<file path="src/mf2d_pkg.sv">
// ----------------------------------------------------------------------------
// mf2d_pkg
// Shared constants, payload types and queue entry type of the median filter.
// ----------------------------------------------------------------------------
package mf2d_pkg;

  localparam int RADIUS     = 1;
  localparam int MAX_WIDTH  = 1024;
  localparam int MAX_HEIGHT = 4096;

  localparam int WIN_SIDE = 2 * RADIUS + 1;
  localparam int WIN_N    = WIN_SIDE * WIN_SIDE;
  localparam int N_LINES  = 2 * RADIUS;

  localparam int PIX_W   = 8;
  localparam int COL_W   = $clog2(MAX_WIDTH);
  localparam int ROW_W   = $clog2(MAX_HEIGHT);
  localparam int IROW_W  = $clog2(MAX_HEIGHT + RADIUS + 1);
  localparam int WDIM_W  = $clog2(MAX_WIDTH + 1);
  localparam int HDIM_W  = $clog2(MAX_HEIGHT + 1);
  localparam int LAG_MAX = RADIUS * MAX_WIDTH + RADIUS;
  localparam int LAG_W   = $clog2(LAG_MAX + 1);

  localparam int CFG_WIDTH_W  = 11;
  localparam int CFG_HEIGHT_W = 13;
  localparam int CFG_DATA_W   = 13;
  localparam int CFG_IDX_W    = 2;

  localparam logic [CFG_IDX_W-1:0] REG_FRAME_WIDTH  = 2'd0;
  localparam logic [CFG_IDX_W-1:0] REG_FRAME_HEIGHT = 2'd1;

  localparam int FIFO_DEPTH = 4;

  typedef struct packed {
    logic [PIX_W-1:0] pixel;
    logic             flush;
  } pix_in_t;

  typedef struct packed {
    logic [PIX_W-1:0] median_value;
    logic             frame_last;
  } pix_out_t;

  // One classified item handed from the front to the back.
  typedef struct packed {
    logic [PIX_W-1:0]    value;
    logic [COL_W-1:0]    col;
    logic                emit;
    logic                last;
    logic [WIN_SIDE-1:0] row_ok;
    logic [WIN_SIDE-1:0] col_ok;
  } fe_item_t;

endpackage

</file>
<file path="src/mf2d_fifo.sv">
// ----------------------------------------------------------------------------
// mf2d_fifo
// Short queue of classified items between the front and the back.
// ----------------------------------------------------------------------------
module mf2d_fifo import mf2d_pkg::*; (
  input  logic     clk_i,
  input  logic     rst_ni,
  input  logic     push_i,
  input  fe_item_t item_i,
  output logic     ready_o,
  input  logic     pop_i,
  output logic     valid_o,
  output fe_item_t item_o
);

  localparam int PTR_W = $clog2(FIFO_DEPTH);
  localparam int CNT_W = $clog2(FIFO_DEPTH + 1);

  fe_item_t         mem_q [FIFO_DEPTH];
  logic [PTR_W-1:0] wptr_q;
  logic [PTR_W-1:0] rptr_q;
  logic [CNT_W-1:0] count_q;
  logic             do_push;
  logic             do_pop;

  assign ready_o = 32'(count_q) < FIFO_DEPTH;
  assign valid_o = count_q != '0;
  assign item_o  = mem_q[rptr_q];
  assign do_push = push_i && ready_o;
  assign do_pop  = pop_i && valid_o;

  // store entries
  always_ff @(posedge clk_i) begin
    if (do_push) begin
      mem_q[wptr_q] <= item_i;
    end
  end

  // advance pointers and count
  always_ff @(posedge clk_i or negedge rst_ni) begin
    if (!rst_ni) begin
      wptr_q  <= '0;
      rptr_q  <= '0;
      count_q <= '0;
    end else begin
      if (do_push) begin
        wptr_q <= (32'(wptr_q) == FIFO_DEPTH - 1) ? '0 : wptr_q + 1'b1;
      end
      if (do_pop) begin
        rptr_q <= (32'(rptr_q) == FIFO_DEPTH - 1) ? '0 : rptr_q + 1'b1;
      end
      case ({do_push, do_pop})
        2'b10:   count_q <= count_q + 1'b1;
        2'b01:   count_q <= count_q - 1'b1;
        default: count_q <= count_q;
      endcase
    end
  end

endmodule

</file>
<file path="config.mk">
export PLATFORM = sky130hd
export DESIGN_NAME = mf2d_fifo
export DESIGN_NICKNAME = d
export VERILOG_FILES = /design/src/mf2d_pkg.sv /design/src/mf2d_fifo.sv
export SDC_FILE = /design/constraint.sdc
export NUM_CORES = 1
export LEC_CHECK = 0
export BUFFER_PORTS_ARGS = -buffer_cell sky130_fd_sc_hd__clkbuf_2
export CAP_MARGIN = 15
export CORE_MARGIN = 2
export CORE_UTILIZATION = 51
export DETAILED_ROUTE_END_ITERATION = 12
export GPL_TIMING_DRIVEN = 0
export PLACE_DENSITY = 0.74
export SLEW_MARGIN = 20
export SYNTH_ARGS = -nofsm -noshare
export SYNTH_HDL_FRONTEND = slang
export SYNTH_SLANG_ARGS = --single-unit
</file>
<file path="constraint.sdc">
create_clock -name clk_i -period 2.45 [get_ports clk_i]
set_input_delay 0 -clock clk_i [delete_from_list [all_inputs] [get_ports clk_i]]
set_output_delay 0 -clock clk_i [all_outputs]
set_load 0.01 [all_outputs]
</file>
# After elaboration in Yosys (flattened, before gate mapping)
# Memory sizes are Yosys's and may differ from the RTL's.
# Cells that the tools add are included.
# W data, S select, Z words.
# classes
mux,5
n_lt_le_gt_ge,1
add_sub_neg,4
n_reduce_logical,4
eq_ne,4
# op_table
operator,count
$eq A2 B2 Y1 const B,3
$pmux W3 S2,1
$add A2 B1 Y2 const B,2
$mux W2,2
$add A3 B1 Y3 const B,1
$lt A3 B3 Y1 const B,1
$reduce_bool A3 Y1,1
$sub A3 B1 Y3 const B,1
$eq A2 B1 Y1 const B,1
$logic_and A1 B1 Y1,2
$mux W1,2
$reduce_bool A2 Y1,1
# totals
ram_bits,104
register_bits,7
word_cells,22
n_memories,1
# memory_table
name,words,width,read_ports,rd_clocked_by_memory_dff,write_ports,line_no,rtl
mem_q,4,26,1,0,1,mf2d_fifo.sv:19,fe_item_t mem_q [FIFO_DEPTH];

# Longest topological paths before layout
# depth
ltp_word,4
mapped_depth,9
mapped_depth_nobuf,9

# Least setup slack after synthesis
# Ideal clock, no wire load.
# synth_path
path_type,reg-to-reg
startpoint,reg count_q[0]
endpoint,reg count_q[2]
arrival_ps,1671
setup_slack_ps,655
stages_incl_launch_ff,10
path_buffers,0
path_cell_list,dfrtp_1 -> or3_4 -> nand2_1 -> inv_1 -> ha_1 -> inv_1 -> fa_1 -> xor2_1 -> nor2_1 -> xnor2_1
# synth_via
elab_chain_len,4
elab_cells_between_ends,10
cone_classes,add/sub: 2; order compare: 1; eq/ne: 2; mux: 1; reduce/logical: 4
# synth_lines
item,line_no,rtl
from (decl),mf2d_fifo.sv:22,logic [CNT_W-1:0] count_q;
from (signal assigned),mf2d_fifo.sv:53,2'b10: count_q <= count_q + 1'b1;
from (signal assigned),mf2d_fifo.sv:54,2'b01: count_q <= count_q - 1'b1;
from (signal assigned),mf2d_fifo.sv:55,default: count_q <= count_q;
$reduce_bool A3 Y1 (*),mf2d_fifo.sv:27,assign valid_o = count_q != '0;
via valid_o,mf2d_fifo.sv:12,"output logic valid_o,"
$logic_and A1 B1 Y1 (*),mf2d_fifo.sv:30,assign do_pop = pop_i && valid_o;
via do_pop,mf2d_fifo.sv:24,logic do_pop;
$eq A2 B1 Y1 or $eq A2 B2 Y1 (tied branches),mf2d_fifo.sv:52,"case ({do_push, do_pop})"
$pmux W3 S2 or $reduce_bool A2 Y1 (tied branches),--,
# The timed path passes the listed nets; every way through them passes the cells marked *.
# A chain may end at the register's enable or synchronous reset.

# Worst setup path in the final report
# layout_path
startpoint,reg count_q[0]
endpoint,reg count_q[1]
# layout_via
elab_chain_len,4
elab_cells_between_ends,10
cone_classes,add/sub: 2; order compare: 1; eq/ne: 2; mux: 1; reduce/logical: 4
# layout_lines
item,line_no
$reduce_bool A3 Y1 (*),mf2d_fifo.sv:27
$logic_and A1 B1 Y1 (*),mf2d_fifo.sv:30
via do_pop,mf2d_fifo.sv:24
$eq A2 B1 Y1 or $eq A2 B2 Y1 (tied branches),mf2d_fifo.sv:52
$pmux W3 S2 or $reduce_bool A2 Y1 (tied branches),--
# Marks and branches as above.

==> summary by stage <==
Run status
The run finished with clean final reports.

CTS
The tree is rooted in a clkbuf_8. TritonCTS built the clock tree. The count of cells resized by post-cts repair is 0. After clock tree synthesis, the clock-pin slew on the worst setup and hold paths is approximately 0.1 ns. The longest clock path from root to sink contains 2 buffers. The clock latency on the worst-skew pair is about 0.35 ns. The H-tree depth is 3. TritonCTS created 9 clock buffers.

The total clock sinks is approximately 110.

Synthesis
Summing the areas of all compound-gate instances in the mapped netlist gives less than 1% of the synthesized area. The cell count after synthesis came out at about 180. For this run, asynchronously set or reset flops after synthesis account for 6.31%.

For this run, the leading register cell type out of synthesis is edfxtp_1. The largest family of logic cells by synthesized area is multiplexers. When the netlist entered floorplanning its net count stood at 216.

The synthesized design contains approximately 100 enable-type register cells. The share of synthesized cell area in and, or, nand and nor gates is around 1.5%. Of the total synthesized cell area, the portion taken by full adders, half adders and majority gates is roughly 2.2%. The fraction of the yosys area taken by sequential cells is 77.7%.

The multiplexer fraction of the synthesized cell area is between 10% and 20%. For this run, the number of Yosys warnings is 0. Of the total synthesized cell area, the portion taken by XOR and XNOR cells is less than 1%. Synthesis inferred 111 register bits. The synthesized design spends more area on one cell type than any other, namely edfxtp_1. The number of library cell types mapped by synthesis is 21. The summed instance area of the synthesized netlist is 4240 um^2. In this run the biggest area consumer among cell types represents 73.6% of the synthesized area. A synthesized cell averages 23.7 um^2. In the post-synthesis netlist, the biggest area contributors are edfxtp_1 (74%), mux4_2 (9.6%), mux4_1 (5.0%).

Setup path
Of all nets on the critical path, the largest fanout is 3. The reg-to-reg endpoint is count_q[1]$_DFFE_PN0P_. For the worst flop-to-flop path, the logic depth is 7. The startpoint of the worst-slack reg-to-reg timing path is count_q[0]$_DFFE_PN0P_. The startpoint class of the critical path is a register.

The worst setup path is captured at a register. STA puts the critical path data required time at 2.73 ns. The critical path starts at count_q[0]$_DFFE_PN0P_. Following the worst setup path forward leads to its endpoint at count_q[1]$_DFFE_PN0P_.

The register-to-register setup slack is between 0.5 and 0.6 ns. The critical path class is reg2reg. The data arrival time of the critical path is 2.19 ns.

Timing
The transition time at the pin with the least slew margin is ~0.71 ns. The worst path needs approximately 1.9 ns of the cycle, external delays included. Based on the critical path, the design can be clocked at up to between 0.5 and 0.6 GHz. Setup repair after global routing left no endpoint under its margin. The count of final hold-check violations is 0. The worst-case headroom to the max-slew limit is a little over half. The total negative slack is 0 ns. The count of pins over their slew limit was 0.

Setup violations remaining at the end of the flow were counted as 0. Across the routed clock network, the largest skew measured is between 0.01 and 0.015 ns. The worst path uses a little under 80% of the clock period.

Power
The total power per unit cell area is roughly 1100 nW/um^2. The standby leakage power is about 1.9 nW. The net switching power is about 1.5 mW. After layout, the design draws a total of ~5.5 mW. Combinational cells account for a little under a third of the total power. The internal power consumption is 4.03 mW. The sequential share of power is 44.8%. The fraction of power spent switching nets is 27.3%.

The maximum vdd drop is roughly 0.62 mV. Per report_power, the clock group accounts for 24.1% of the total.

Worst hold path
In this run the worst hold path is classified as in2reg.

Routing
After detailed routing, the number of remaining DRC violations is 0. Once detail routing completed, the nets flagged for antenna violations numbered 0. Wires add up to between 6000 and 7000 um. The per-cell via count in the routed design is between 5 and 6. The detailed-router iteration count before antenna repair is 5. The via count of the routed design is approximately 2000. The detailed router finished its first iteration with a little under 90 violations.

Dividing the detail-routed wire length by the instance count gives 17.8 um.

Floorplanning
Pin placement for this block handled 58 I/O pins. The die is around 95 um wide. The area of the core region is slightly above 8000 um^2. The die covers ~9100 um^2. The floorplan has 33 rows. The starting density of the core is between 50% and 60%. Measured along the y axis, the die boundary spans 95.2 um.

Final layout
Cells with a size suffix above 1 make up between 30% and 40% of the layout. Relative to the synthesized area, the layout overhead comes to 22.7%. The fill cell total of the finished layout is 550. Once layout is done, the placed cells without fillers occupy around 5200 um^2. Summing all multi-input logic gate instances after layout gives 850 um^2. At the end of the flow, the number of nets in the layout was ~310. The sequential cell area is about 3300 um^2. The repair_antennas step left the layout with diodes totalling 0.

Global routing
The pin count of the biggest net entering global routing is 27. The first global-routing pass estimated ~11000 um of wire. The initial antenna violation count is 0. The global-route congestion overflow total is 0. In the global route stage, overall resource usage came out at between 10% and 20%.

The number of global-route vias before repair is roughly 2100.

Placed design
The total half-perimeter wirelength after legalization and detailed placement is between 4000 and 5000 um. Input and output buffers added on the ports amount to between 50 and 60. In this run the cell area measured after placement is roughly 4700 um^2. The final weighted congestion in routability-driven placement is ~0.63.

Job
The tool flagged a number of max-cap violations equal to 0.
==> critical path: stages, from the launching register on <==
cell and delay [ns]:
dfrtp_1 0.42, or3_4 0.40, nand2_1 0.14, inv_1 0.06, ha_1 0.21, inv_1 0.07, fa_1 0.40, mux2i_1 0.14
==> cell families after synthesis <==
family / Yosys count
compound gates: 2
fa+ha+maj: 7
mux: 29
simple gates: 12
buf+inv: 15
xor+xnor: 3
flops: 111
==> area by class of cell <==
cell class,count,share of cell area (%)
clock inverter,6,2.55
inverter,8,0.577
tap,105,2.52
sequential,111,63.4
multi-input combinational,53,16.3
clock buffer,10,2.45
timing repair buffer,85,10.9
buffer,7,1.35
==> repair_timing <==
action                    in CTS  in global routing
hold buffers                  28                  0
setup buffers                  0                  0
hold endpoints to repair     111                  0
==> cells in the mapped netlist, drive strengths merged (2+ instances only) <==
library cell,count
and2,4
ha,6
xnor2,2
o21ai,2
nand2,3
mux2,2
mux4,26
edfxtp,104
buf,6
inv,8
nor2,3
dfrtp,7
==> sequential cells by signal, summed over array words and instances, names as in the netlist <==
register,count
mem_q,104
count_q,3
rptr_q,2
wptr_q,2
==> layout by cell type (no fill, tap or decap) <==
cell             n
edfxtp_1       104
clkbuf_2        57
dlygate4sd3_1   28
mux4_2          18
clkbuf_8         9
inv_1            8
mux4_1           8
dfrtp_1          7
ha_1             6
and2_2           4
bufinv_16        4
nand2_1          3
buf_2            3
nor2_1           3
buf_12           2
clkbuf_1         2
o21ai_0          2
mux2_2           2
xnor2_1          2
or3_4            1
buf_6            1
nor2b_1          1
mux2i_1          1
xor2_1           1
fa_1             1
clkinv_2         1
clkinvlp_4       1
==> per-layer routing <==
layer / global-route usage (%) / part of all wire (%)
met5: 0 / 0
met2: 29.6 / 55
met1: 18.8 / 40
met3: 4.82 / 3.9
met4: 5.07 / 0.76
==> through the flow <==
step                      instances  setup WS, ns  utilization [%]  hold WS [ns]
after global routing            385         0.423             64.0        0.0280
after global placement          341         0.157             57.3        -0.151
final                           385         0.539             64.0        0.0443
after detailed placement        341         0.551             57.3        -0.148
after floorplan                 179         0.655                -        -0.296
after CTS                       385         0.525             64.0        0.0212
==> power groups by stage <==
stage	clock [mW]	combinational [mW]	sequential (mW)
global route	1.43	1.91	2.50
detailed placement	0	1.74	2.52
floorplan	0	1.19	2.49
global placement	0	1.70	2.51
finish	1.34	1.72	2.48
CTS	1.36	1.78	2.48
==> worst min path at each step <==
| stage | from | to | cells after the start |
|---|---|---|---|
| floorplan | rst_ni | count_q[0]$_DFFE_PN0P_ | 0 |
| global placement | rst_ni | count_q[2]$_DFFE_PN0P_ | 1 |
| detailed placement | rst_ni | count_q[1]$_DFFE_PN0P_ | 1 |
| CTS | pop_i | rptr_q[0]$_DFFE_PN0P_ | 3 |
| global route | pop_i | rptr_q[1]$_DFFE_PN0P_ | 3 |
| finish | pop_i | rptr_q[0]$_DFFE_PN0P_ | 3 |
Power figures use the tool's default switching activity.
